File: src/hw/rtl/mmr_pkg.sv
`timescale 1ns / 1ps
// ----------------------------------------------------------------------------
// mmr_pkg
// Shared types, codes and field widths for the rectangular matrix multiplier.
// ----------------------------------------------------------------------------
package mmr_pkg;

  // Field widths of the input item, the result item and the register port
  localparam int CMD_W     = 2;
  localparam int IDX_W_IN  = 5;
  localparam int ELEM_W    = 16;
  localparam int PROD_W    = 2 * ELEM_W;
  localparam int SUM_W     = 48;
  localparam int CFG_W     = 6;
  localparam int CFG_IDX_W = 1;
  // Holds an effective dimension up to the largest supported size (32)
  localparam int DIM_W     = CFG_W + 1;

  localparam logic [CFG_W-1:0] CFG_RESET = CFG_W'(32);

  // Commands
  localparam logic [CMD_W-1:0] CMD_WR_A    = 2'd0;
  localparam logic [CMD_W-1:0] CMD_WR_B    = 2'd1;
  localparam logic [CMD_W-1:0] CMD_COMPUTE = 2'd2;

  // Register indexes
  localparam logic [CFG_IDX_W-1:0] REG_ROWS_M  = 1'd0;
  localparam logic [CFG_IDX_W-1:0] REG_INNER_N = 1'd1;

  typedef logic signed [ELEM_W-1:0] elem_t;
  typedef logic signed [SUM_W-1:0]  sum_t;

  // Write strobes toward the element stores
  typedef struct packed {
    logic a_we;
    logic b_we;
  } store_we_t;

  // Control toward the multiply-accumulate pipeline
  typedef struct packed {
    logic issue;
    logic clear;
  } mac_ctl_t;

endpackage

File: src/hw/rtl/mmr_mac.sv
`timescale 1ns / 1ps
// ----------------------------------------------------------------------------
// mmr_mac
// Multiply-accumulate pipeline: store read, registered product, 48-bit sum.
// ----------------------------------------------------------------------------
module mmr_mac import mmr_pkg::*; (
  input  logic     clk,
  input  logic     rst_n,
  input  mac_ctl_t ctl,
  input  elem_t    a_data,
  input  elem_t    b_data,
  output logic     busy,
  output sum_t     acc
);

  logic                     rd_vld_r;
  logic                     mul_vld_r;
  logic signed [PROD_W-1:0] prod_r;
  sum_t                     acc_r;

  always_ff @(posedge clk) begin
    if (!rst_n) begin
      rd_vld_r  <= 1'b0;
      mul_vld_r <= 1'b0;
    end else begin
      rd_vld_r  <= ctl.issue;
      mul_vld_r <= rd_vld_r;
    end
  end

  // Store data is valid in the cycle after issue
  always_ff @(posedge clk) begin
    prod_r <= a_data * b_data;
  end

  always_ff @(posedge clk) begin
    if (ctl.clear) begin
      acc_r <= '0;
    end else if (mul_vld_r) begin
      acc_r <= acc_r + SUM_W'(prod_r);
    end
  end

  assign busy = rd_vld_r | mul_vld_r;
  assign acc  = acc_r;

endmodule

File: config.mk
export PLATFORM = sky130hd
export DESIGN_NAME = mmr_mac
export DESIGN_NICKNAME = d
export VERILOG_FILES = /design/src/hw/rtl/mmr_pkg.sv /design/src/hw/rtl/mmr_mac.sv
export SDC_FILE = /design/constraint.sdc
export NUM_CORES = 1
export LEC_CHECK = 0
export ABC_AREA = 1
export BUFFER_PORTS_ARGS = -buffer_cell sky130_fd_sc_hd__buf_2
export CORE_UTILIZATION = 40
export DETAILED_ROUTE_END_ITERATION = 6
export GPL_TIMING_DRIVEN = 0
export PLACE_DENSITY_LB_ADDON = 0.3
export SLEW_MARGIN = 20
export SYNTH_ARGS = -nofsm -noshare
export SYNTH_HDL_FRONTEND = slang
export SYNTH_SLANG_ARGS = --single-unit
File: constraint.sdc
create_clock -name clk -period 7.9 [get_ports clk]
set_input_delay 0.79 -clock clk [delete_from_list [all_inputs] [get_ports clk]]
set_output_delay 0.79 -clock clk [all_outputs]
set_load 0.02 [all_outputs]
==> results of run 1 <==
==> kinds of logic (layout without fill, tap and decap cells) <==
| family | Yosys count | after routing |
|---|---|---|
| AND/OR/NAND/NOR | 979 | 979 |
| buffers and inverters | 747 | 820 |
| adder cells (fa/ha/maj) | 392 | 392 |
| AO/OA/AOI/OAI | 189 | 189 |
| flip-flops | 82 | 82 |
| XOR/XNOR | 56 | 56 |
==> per-layer routing <==
metal / track usage [%] / part of all wire, % / up-vias / wire length, um
li1: - / - / 7272 / -
met1: 32.3 / 44 / 7282 / 22900
met2: 43.0 / 46 / 516 / 24300
met3: 3.49 / 6.5 / 112 / 3390
met4: 8.68 / 3.5 / 0 / 1820
met5: 0 / 0 / - / 0
==> state kept, by name, summed over array words and instances (netlist names) <==
register,flops
acc,48
mul_vld_r,1
prod_r,32
rd_vld_r,1
==> worst min-delay path, stage by stage, from the launching register on <==
cell and delay [ps]:
dfxtp_1 310, nand2_1 60, inv_1 40
==> worst min path at each step <==
stage                  start        end  slack (ps)  cells after the start
floorplan           rd_vld_r  mul_vld_r         400                      2
global placement    rd_vld_r  mul_vld_r         420                      2
detailed placement  rd_vld_r  mul_vld_r         440                      2
CTS                 rd_vld_r  mul_vld_r         450                      2
global route        rd_vld_r  mul_vld_r         490                      2
finish              rd_vld_r  mul_vld_r         450                      2
==> cells in the mapped netlist (2+ instances only) <==
| library cell | count |
|---|---|
| nor2_1 | 195 |
| nor3_1 | 6 |
| a31oi_1 | 2 |
| xnor2_1 | 18 |
| o211ai_1 | 2 |
| xor2_1 | 38 |
| nor2_2 | 17 |
| nand3b_1 | 2 |
| buf_1 | 2 |
| o21ai_1 | 20 |
| inv_1 | 664 |
| a21o_1 | 11 |
| fa_1 | 263 |
| clkbuf_1 | 70 |
| ha_1 | 129 |
| inv_2 | 9 |
| o21ai_0 | 44 |
| nor2_4 | 4 |
| nand2_1 | 607 |
| a21oi_1 | 83 |
| or2_2 | 5 |
| nand4_1 | 30 |
| nand3_1 | 86 |
| a21boi_0 | 2 |
| nand3_2 | 6 |
| a21oi_2 | 5 |
| dfxtp_1 | 82 |
| o21bai_1 | 16 |
| nand2_2 | 16 |
==> layout make-up <==
type / count / area (um2) / share of cell area [%]
multi-input cells: 1616 / 12500 / 68.5
inverters: 674 / 2530 / 13.9
flip-flops and latches: 82 / 1640 / 9.00
well taps: 539 / 674 / 3.70
repair buffers: 57 / 285 / 1.56
plain buffers: 73 / 278 / 1.52
clock buffers: 9 / 225 / 1.23
clock inverters: 7 / 106 / 0.583
==> through the flow <==
step	util, %	hold WS, ps	setup WS (ps)
4_1_cts	43.6	451	1050
6_report	43.6	446	995
3_3_place_gp	42.8	417	730
3_5_place_dp	42.8	441	683
5_1_grt	43.6	491	737
2_1_floorplan	-	400	1880
==> qor.csv, run 1 <==
stage,metric,value,unit
clock_network,TritonCTS clock tree,done,
routing,Pre-Repair DR Iteration Count,5,
global_route,pin count of the biggest net entering global routing,18,
sta,Slew @ Worst Pin,881,ps
critical_path,crit-path max FO,10,
synth,synth unique cells,40,
critical_path,"Req. time, crit path",8170,ps
floorplan,Initial Utilization,40.5,%
critical_path,CP Capture Type,register,
routing,Vias/cell,4.97,
synth,Synth top area share,31.1,%
synth,top post-synthesis cells by area,"fa_1 31%, inv_1 15%, nand2_1 13%, dfxtp_1 9.7%, ha_1 9.5%",
floorplan,Cell Rows,75,
final_layout,# fillers,4419,
floorplan,Die H,208,um
global_route,initial antenna violation count,0,
critical_path,slowest CP cell,fa_1,
critical_path,Worst Setup EP,prod_r[30],
job,Maximum Capacitance Violations,0,
clock_network,Clk Tree Root Cell,clkbuf_16,
sta,Worst slew margin,41.2,%
synth,Post-synth top flop,dfxtp_1,
critical_path,Arrival @ worst endpoint,7180,ps
synth,post-synth top area cell,fa_1,
final_layout,n_diodes,0,
sta,RSZ-0062 raised after global routing,no,
clock_network,CTS buffer count,9,
sta,Fin Setup TNS,0,ps
synth,Syn Std Cell Area,16900,um2
placement,gpl congestion,1.01,
final_layout,layout cell share with drive strength beyond 1,5.56,%
placement,IO Port Bufs,57,
sta,Final Hold Fails,0,
synth,syn_area_per_cell,6.93,um2
clock_network,post-CTS sizing,0,
floorplan,Top-Level Pins,85,
synth,number of synthesized flops with an enable pin,0,
routing,# DRC,0,
synth,largest family of logic cells by synthesized area,adder cells,
synth,Syn Nets,2873,
outcome,status,"complete, no violations",
critical_path,R2R depth,15,
clock_network,clock sinks,82,
clock_network,H-tree depth,3,
synth,XOR/XNOR share of the synthesized area,2.89,%
floorplan,core area,41900,um2
clock_network,"Clk pin slew, worst setup/hold paths",70,ps
final_layout,"most common cell after layout, fill and taps aside",inv_1,
synth,Post-Synth Adder-Cell Area,40.6,%
synth,Synth warnings,0,
global_route,all-layer global routing usage,25.1,%
sta,final critical-path share of the clock period,87.4,%
critical_path,Critical Path Source Type,input port,
final_layout,final std cells w/o fill,3057,
synth,multiplexer area fraction after synthesis,0,%
routing,DRT iter0 DRCs,997,
critical_path,buffers and inverters on the worst path,8,
sta,Slew Limit Fails,0,
synth,fraction of registers with async set/reset,0,%
placement,Post-DP HPWL,45000,um
clock_network,postcts setup bufs,0,
critical_path,R2R Setup Slk,5130,ps
routing,ANT nets after route,0,
routing,Post-Route WL,52500,um
clock_network,hold_buf cts,0,
critical_path,Crit Reg-Reg Endpoint,acc[32],
critical_path,reg2reg start,prod_r[0],
final_layout,fin area,18200,um2
critical_path,worst setup path startpoint,b_data[5],
sta,Setup Skew,11.0,ps
critical_path,WP depth,22,
floorplan,die area,43200,um2
synth,simple logic cell fraction of the synthesized area,24.0,%
global_route,vias in the first global route,15900,
synth,Cells after Synth,2445,
sta,Period minus WS final,6910,ps
synth,post-synthesis sequential area ratio,9.69,%
final_layout,"commonest non-fill, non-tap cells in the layout","664 x inv_1, 607 x nand2_1, 263 x fa_1",
synth,"flops & latches, synth",82,
final_layout,fin nets,2941,
critical_path,CP top delay family,adder cells,
critical_path,kind of critical path,input port to register,
global_route,grt total ovfl,0,
routing,Vias,15200,
clock_network,Max Buffers Root-to-Sink,2,
placement,Placed Area,17900,um2
global_route,global-route wire length before repair,84200,um
sta,final setup vio count,0,
floorplan,Die X,208,um
routing,wire length per cell,17.2,um
sta,Max Fclk,145,MHz
placement,placed insts,3041,
clock_network,worst skew pair latency,360,ps
final_layout,area growth from synthesis to layout,7.62,%
critical_path,CP peak stage delay,780,ps
worst_hold_path,Min-Delay Path Class,register to register,
critical_path,"Critical Path, Cell by Cell",clkbuf_1 -> clkbuf_1 -> nand2_1 -> fa_1 -> inv_1 -> fa_1 -> inv_1 -> fa_1 -> fa_1 -> inv_1 -> fa_1 -> inv_1 -> fa_1 -> inv_1 -> ha_1 -> nand2_1 -> nor2_1 -> inv_1 -> nor2_1 -> nand3_1 -> o2111ai_1 -> xor2_1,
synth,compound-gate portion of the synthesized area,6.26,%
Power of run 1 is left out: the tool's default activity adds up to more than one toggle a clock period on the data nets, which glitch-free logic cannot reach.
==> inputs of run 2 (changes only) <==
--- a/config.mk
+++ b/config.mk
@@ -7,7 +7,7 @@
 export LEC_CHECK = 0
 export ABC_AREA = 1
 export BUFFER_PORTS_ARGS = -buffer_cell sky130_fd_sc_hd__buf_2
-export CORE_UTILIZATION = 40
+export CORE_UTILIZATION = 45
 export DETAILED_ROUTE_END_ITERATION = 6
 export GPL_TIMING_DRIVEN = 0
 export PLACE_DENSITY_LB_ADDON = 0.3
==> qor.csv, run 2 (synthesis gave the netlist of run 1 again) <==
stage,metric,value,unit,change
global_route,met1 Track Usage GR,34.2,%,was 32.3%
critical_path,slowest CP cell,fa_1,,unchanged
outcome,failing checks,design-rule violations,,
critical_path,"Req. time, crit path",8120,ps,was 8170 ps
final_layout,n_diodes,0,,unchanged
routing,Pre-Repair DR Iteration Count,7,,was 5
floorplan,Cell Rows,70,,was 75
sta,Slew @ Worst Pin,827,ps,was 881 ps
final_layout,layout cell share with drive strength beyond 1,5.56,%,unchanged
critical_path,CP Capture Type,register,,unchanged
sta,Slew Limit Fails,0,,unchanged
global_route,pin count of the biggest net entering global routing,18,,unchanged
outcome,status,"finished, violations left",,"was complete, no violations"
sta,final critical-path share of the clock period,86.7,%,was 87.4%
floorplan,core area,36900,um2,was 41900 um2
global_route,M3 GR Usage,3.95,%,was 3.49%
job,Maximum Capacitance Violations,0,,unchanged
final_layout,"most common cell after layout, fill and taps aside",inv_1,,unchanged
clock_network,H-tree depth,3,,unchanged
clock_network,Max Buffers Root-to-Sink,2,,unchanged
critical_path,kind of critical path,input port to register,,unchanged
critical_path,R2R depth,10,,was 15
critical_path,cell mode on critical path,fa_1,,
critical_path,R2R Setup Slk,4900,ps,was 5130 ps
clock_network,clock sinks,82,,unchanged
final_layout,"commonest non-fill, non-tap cells in the layout","664 x inv_1, 607 x nand2_1, 263 x fa_1",,unchanged
floorplan,die area,38400,um2,was 43200 um2
routing,Vias/cell,5.03,,was 4.97
global_route,all-layer global routing usage,27.2,%,was 25.1%
global_route,vias in the first global route,16000,,was 15900
critical_path,crit-path max FO,10,,unchanged
global_route,GR Layer Usage met2,47.5,%,was 43.0%
placement,Post-DP HPWL,43300,um,was 45000 um
global_route,grt total ovfl,0,,unchanged
routing,# DRC,12,,was 0
sta,Setup Skew,10.4,ps,was 11.0 ps
critical_path,reg2reg start,prod_r[31],,was prod_r[0]
final_layout,fin nets,2941,,unchanged
worst_hold_path,min-delay src,rd_vld_r,,unchanged
floorplan,Top-Level Pins,85,,unchanged
critical_path,CP peak stage delay,820,ps,was 780 ps
clock_network,TritonCTS clock tree,done,,unchanged
worst_hold_path,Min-Delay Path Class,register to register,,unchanged
routing,DRT iter0 DRCs,1012,,was 997
critical_path,Arrival @ worst endpoint,7070,ps,was 7180 ps
floorplan,Die X,196,um,was 208 um
routing,wire length per cell,16.5,um,was 17.2 um
routing,Post-Route WL,49900,um,was 52500 um
placement,IO Port Bufs,57,,unchanged
placement,gpl congestion,1.03,,was 1.01
sta,Max Fclk,146,MHz,was 145 MHz
final_layout,area growth from synthesis to layout,7.22,%,was 7.62%
clock_network,post-CTS sizing,0,,unchanged
global_route,initial antenna violation count,0,,unchanged
clock_network,Clk Tree Root Cell,clkbuf_16,,unchanged
sta,final setup vio count,0,,unchanged
global_route,GRT busiest layer,met2,,unchanged
sta,Worst slew margin,44.8,%,was 41.2%
floorplan,Die H,196,um,was 208 um
worst_hold_path,Worst Hold Depth,2,,unchanged
critical_path,Crit Reg-Reg Endpoint,acc[38],,was acc[32]
critical_path,"Critical Path, Cell by Cell",clkbuf_1 -> clkbuf_1 -> nand2_1 -> fa_1 -> inv_1 -> fa_1 -> inv_1 -> fa_1 -> fa_1 -> fa_1 -> fa_1 -> inv_1 -> ha_1 -> a21oi_1 -> o21ai_0 -> a21oi_1 -> inv_1 -> nand2_1 -> nand4_1 -> xor2_1,,was clkbuf_1 -> clkbuf_1 -> nand2_1 -> fa_1 -> inv_1 -> fa_1 -> inv_1 -> fa_1 -> fa_1 -> inv_1 -> fa_1 -> inv_1 -> fa_1 -> inv_1 -> ha_1 -> nand2_1 -> nor2_1 -> inv_1 -> nor2_1 -> nand3_1 -> o2111ai_1 -> xor2_1
floorplan,Initial Utilization,46.0,%,was 40.5%
sta,Final Hold Fails,0,,unchanged
routing,ANT nets after route,0,,unchanged
sta,RSZ-0062 raised after global routing,no,,unchanged
final_layout,max reg flops,48,,unchanged
critical_path,Critical Path Source Type,input port,,unchanged
critical_path,worst setup path startpoint,b_data[5],,unchanged
sta,Fin Setup TNS,0,ps,unchanged
worst_hold_path,worst hold endpoint,mul_vld_r,,unchanged
clock_network,"Clk pin slew, worst setup/hold paths",70,ps,about the same
clock_network,CTS buffer count,9,,unchanged
global_route,global-route wire length before repair,81400,um,was 84200 um
clock_network,postcts setup bufs,0,,unchanged
routing,Vias,15200,,about the same
clock_network,worst skew pair latency,360,ps,about the same
sta,Period minus WS final,6850,ps,was 6910 ps
clock_network,hold_buf cts,0,,unchanged
run 2: changes by cell type in the layout (fill, tap and decap cells not counted), sizes merged:
cell / delta
bufinv: -1
clkinv: -1
clkinvlp: +2
run 2: worst max-delay path by stage:
stage	endpoint	depth (start not counted)
floorplan	prod_r[25]	20
global placement	prod_r[25]	20
detailed placement	prod_r[31]	20
CTS	prod_r[31]	20
global route	prod_r[31]	20
finish	prod_r[31]	20
run 2: routing by layer:
layer | up-vias | wire, um
met3 | 115 | 3670
li1 | 7273 | -
met5 | - | 0
met4 | 0 | 1650
met1 | 7282 | 20900
met2 | 542 | 23700
run 2: cell type report:
| cell class | count | area [um2] |
|---|---|---|
| Inverter | 674 | 2530 |
| Sequential cell | 82 | 1640 |
| Clock buffer | 9 | 225 |
| Clock inverter | 7 | 82.6 |
| Buffer | 73 | 278 |
| Tap cell | 504 | 631 |
| Fill cell | 3791 | 18700 |
| Timing Repair Buffer | 57 | 285 |
| Multi-Input combinational cell | 1616 | 12500 |
run 2: critical path, delay by kind of cell:
family	cells	cell delay, ps
compound gates	3	640
xor+xnor	1	190
fa+ha+maj	7	3720
buf+inv	6	1290
simple gates	3	430
run 2: stage by stage:
stage               utilization [%]  hold WS, ps  setup slack, ps  cell area (um2)  cells
global placement               48.4          416              775            17900   3006
CTS                            49.3          434             1080            18200   3022
global route                   49.3          451              776            18200   3022
detailed placement             48.4          423              724            17900   3006
finish                         49.3          431             1050            18200   3022
floorplan                         -          400             1880            16900   2445
Power of run 2 is left out for the same reason.
==> inputs of run 3 (changes only) <==
==> constraint.sdc (replaced) <==
create_clock -name clk -period 7.9 [get_ports clk]
set_input_delay 1.58 -clock clk [delete_from_list [all_inputs] [get_ports clk]]
set_output_delay 1.58 -clock clk [all_outputs]
set_load 0.02 [all_outputs]
==> qor.csv, run 3 (synthesis gave the netlist of run 1 again) <==
stage,metric,value,unit,change
sta,Final Hold Fails,0,,unchanged
critical_path,Arrival @ worst endpoint,7900,ps,was 7070 ps
sta,Slew Limit Fails,0,,unchanged
clock_network,Max Buffers Root-to-Sink,2,,unchanged
clock_network,Clk Tree Root Cell,clkbuf_16,,unchanged
routing,# DRC,0,,was 12
sta,Period minus WS final,7670,ps,was 6850 ps
placement,placed insts,3006,,unchanged
critical_path,crit-path max FO,10,,unchanged
sta,Setup Skew,9.66,ps,was 10.4 ps
routing,Post-Route WL,50000,um,was 49900 um
final_layout,"commonest non-fill, non-tap cells in the layout","664 x inv_1, 607 x nand2_1, 263 x fa_1",,unchanged
critical_path,cell mode on critical path,fa_1,,unchanged
final_layout,final std cells w/o fill,3022,,unchanged
sta,Slew @ Worst Pin,827,ps,about the same
critical_path,Critical Path Source Type,input port,,unchanged
critical_path,buffers and inverters on the worst path,5,,was 6
job,Maximum Capacitance Violations,0,,unchanged
final_layout,"most common cell after layout, fill and taps aside",inv_1,,unchanged
critical_path,CP Capture Type,register,,unchanged
clock_network,H-tree depth,3,,unchanged
clock_network,hold_buf cts,0,,unchanged
routing,DRT iter0 DRCs,1037,,was 1012
clock_network,postcts setup bufs,0,,unchanged
final_layout,layout cell share with drive strength beyond 1,5.60,%,was 5.56%
critical_path,kind of critical path,input port to register,,unchanged
clock_network,TritonCTS clock tree,done,,unchanged
routing,Vias/cell,5.04,,was 5.03
floorplan,Cell Rows,70,,unchanged
outcome,status,"complete, no violations",,"was finished, violations left"
floorplan,Initial Utilization,46.0,%,unchanged
critical_path,"Req. time, crit path",8140,ps,was 8120 ps
placement,gpl congestion,1.03,,unchanged
global_route,vias in the first global route,16000,,unchanged
sta,Fin Setup TNS,0,ps,unchanged
final_layout,fin nets,2941,,unchanged
clock_network,worst skew pair latency,360,ps,about the same
floorplan,Die X,196,um,unchanged
global_route,grt total ovfl,0,,unchanged
global_route,pin count of the biggest net entering global routing,18,,unchanged
sta,final critical-path share of the clock period,97.0,%,was 86.7%
worst_hold_path,Min-Delay Path Class,register to register,,unchanged
critical_path,CP peak stage delay,840,ps,was 820 ps
routing,Pre-Repair DR Iteration Count,6,,was 7
critical_path,CP top delay family,adder cells,,unchanged
floorplan,Top-Level Pins,85,,unchanged
global_route,initial antenna violation count,0,,unchanged
sta,final setup vio count,0,,unchanged
critical_path,slowest CP cell,fa_1,,unchanged
clock_network,CTS buffer count,9,,unchanged
global_route,all-layer global routing usage,27.2,%,unchanged
sta,setup ws final,234,ps,was 1050 ps
sta,Worst slew margin,44.8,%,about the same
final_layout,area growth from synthesis to layout,7.23,%,was 7.22%
floorplan,Die H,196,um,unchanged
clock_network,"Clk pin slew, worst setup/hold paths",70,ps,about the same
floorplan,die area,38400,um2,unchanged
sta,Max Fclk,130,MHz,was 146 MHz
sta,RSZ-0062 raised after global routing,no,,unchanged
placement,IO Port Bufs,57,,unchanged
routing,wire length per cell,16.5,um,about the same
final_layout,max reg flops,48,,unchanged
routing,ANT nets after route,0,,unchanged
critical_path,"Critical Path, Cell by Cell",clkbuf_1 -> clkbuf_1 -> nand2_1 -> inv_1 -> fa_1 -> fa_1 -> inv_1 -> fa_1 -> fa_1 -> fa_1 -> fa_1 -> inv_1 -> ha_1 -> a21oi_1 -> o21ai_0 -> a21oi_1 -> nand3_1 -> nand2_1 -> nand2_1 -> xor2_1,,was clkbuf_1 -> clkbuf_1 -> nand2_1 -> fa_1 -> inv_1 -> fa_1 -> inv_1 -> fa_1 -> fa_1 -> fa_1 -> fa_1 -> inv_1 -> ha_1 -> a21oi_1 -> o21ai_0 -> a21oi_1 -> inv_1 -> nand2_1 -> nand4_1 -> xor2_1
clock_network,post-CTS sizing,0,,unchanged
routing,Vias,15200,,about the same
placement,Post-DP HPWL,43300,um,unchanged
placement,pre-CTS WS,-65.9,ps,was 724 ps
clock_network,clock sinks,82,,unchanged
global_route,global-route wire length before repair,81400,um,unchanged
final_layout,n_diodes,0,,unchanged
floorplan,core area,36900,um2,unchanged
==> run 3: cell counts in the layout (fill, tap and decap cells not counted) <==
No cell type changed its count.
==> run 3: tightest hold or removal path, cell delays in order (launching register included) <==
cell and delay [ps]:
dfxtp_1 310, nand2_1 50, inv_1 30
==> run 3: cell type report <==
type                    count  area [um2]
fillers                  3790       18700
multi-input cells        1616       12500
inverters                 674        2530
flip-flops and latches     82        1640
well taps                 504         631
repair buffers             57         285
plain buffers              73         279
clock buffers               9         225
clock inverters             7        82.6
==> run 3: metal layers <==
layer | GRT usage [%] | share of wire, % | vias up
met5 | 0 | 0 | -
met4 | 9.75 | 3.4 | 0
met3 | 3.95 | 7.6 | 117
met2 | 47.5 | 47 | 553
met1 | 34.2 | 42 | 7283
li1 | - | - | 7271
==> run 3: worst paths after layout <==
| check | from | end | slack (ps) | cells after the start |
|---|---|---|---|---|
| worst max-delay path | b_data[3] | prod_r[25] | 230 | 20 |
| worst min-delay path | rd_vld_r | mul_vld_r | 430 | 2 |
| worst max register to register | prod_r[31] | acc[38] | 4910 | 10 |
| worst min register to register | rd_vld_r | mul_vld_r | 430 | 2 |
==> run 3: through the flow <==
| step | utilization, % | area (um2) | hold slack, ps |
|---|---|---|---|
| floorplan | - | 16900 | 400 |
| global placement | 48.4 | 17900 | 416 |
| global route | 49.3 | 18200 | 451 |
| CTS | 49.3 | 18200 | 434 |
| finish | 49.3 | 18200 | 431 |
| detailed placement | 48.4 | 17900 | 423 |
Power of run 3 is left out for the same reason.
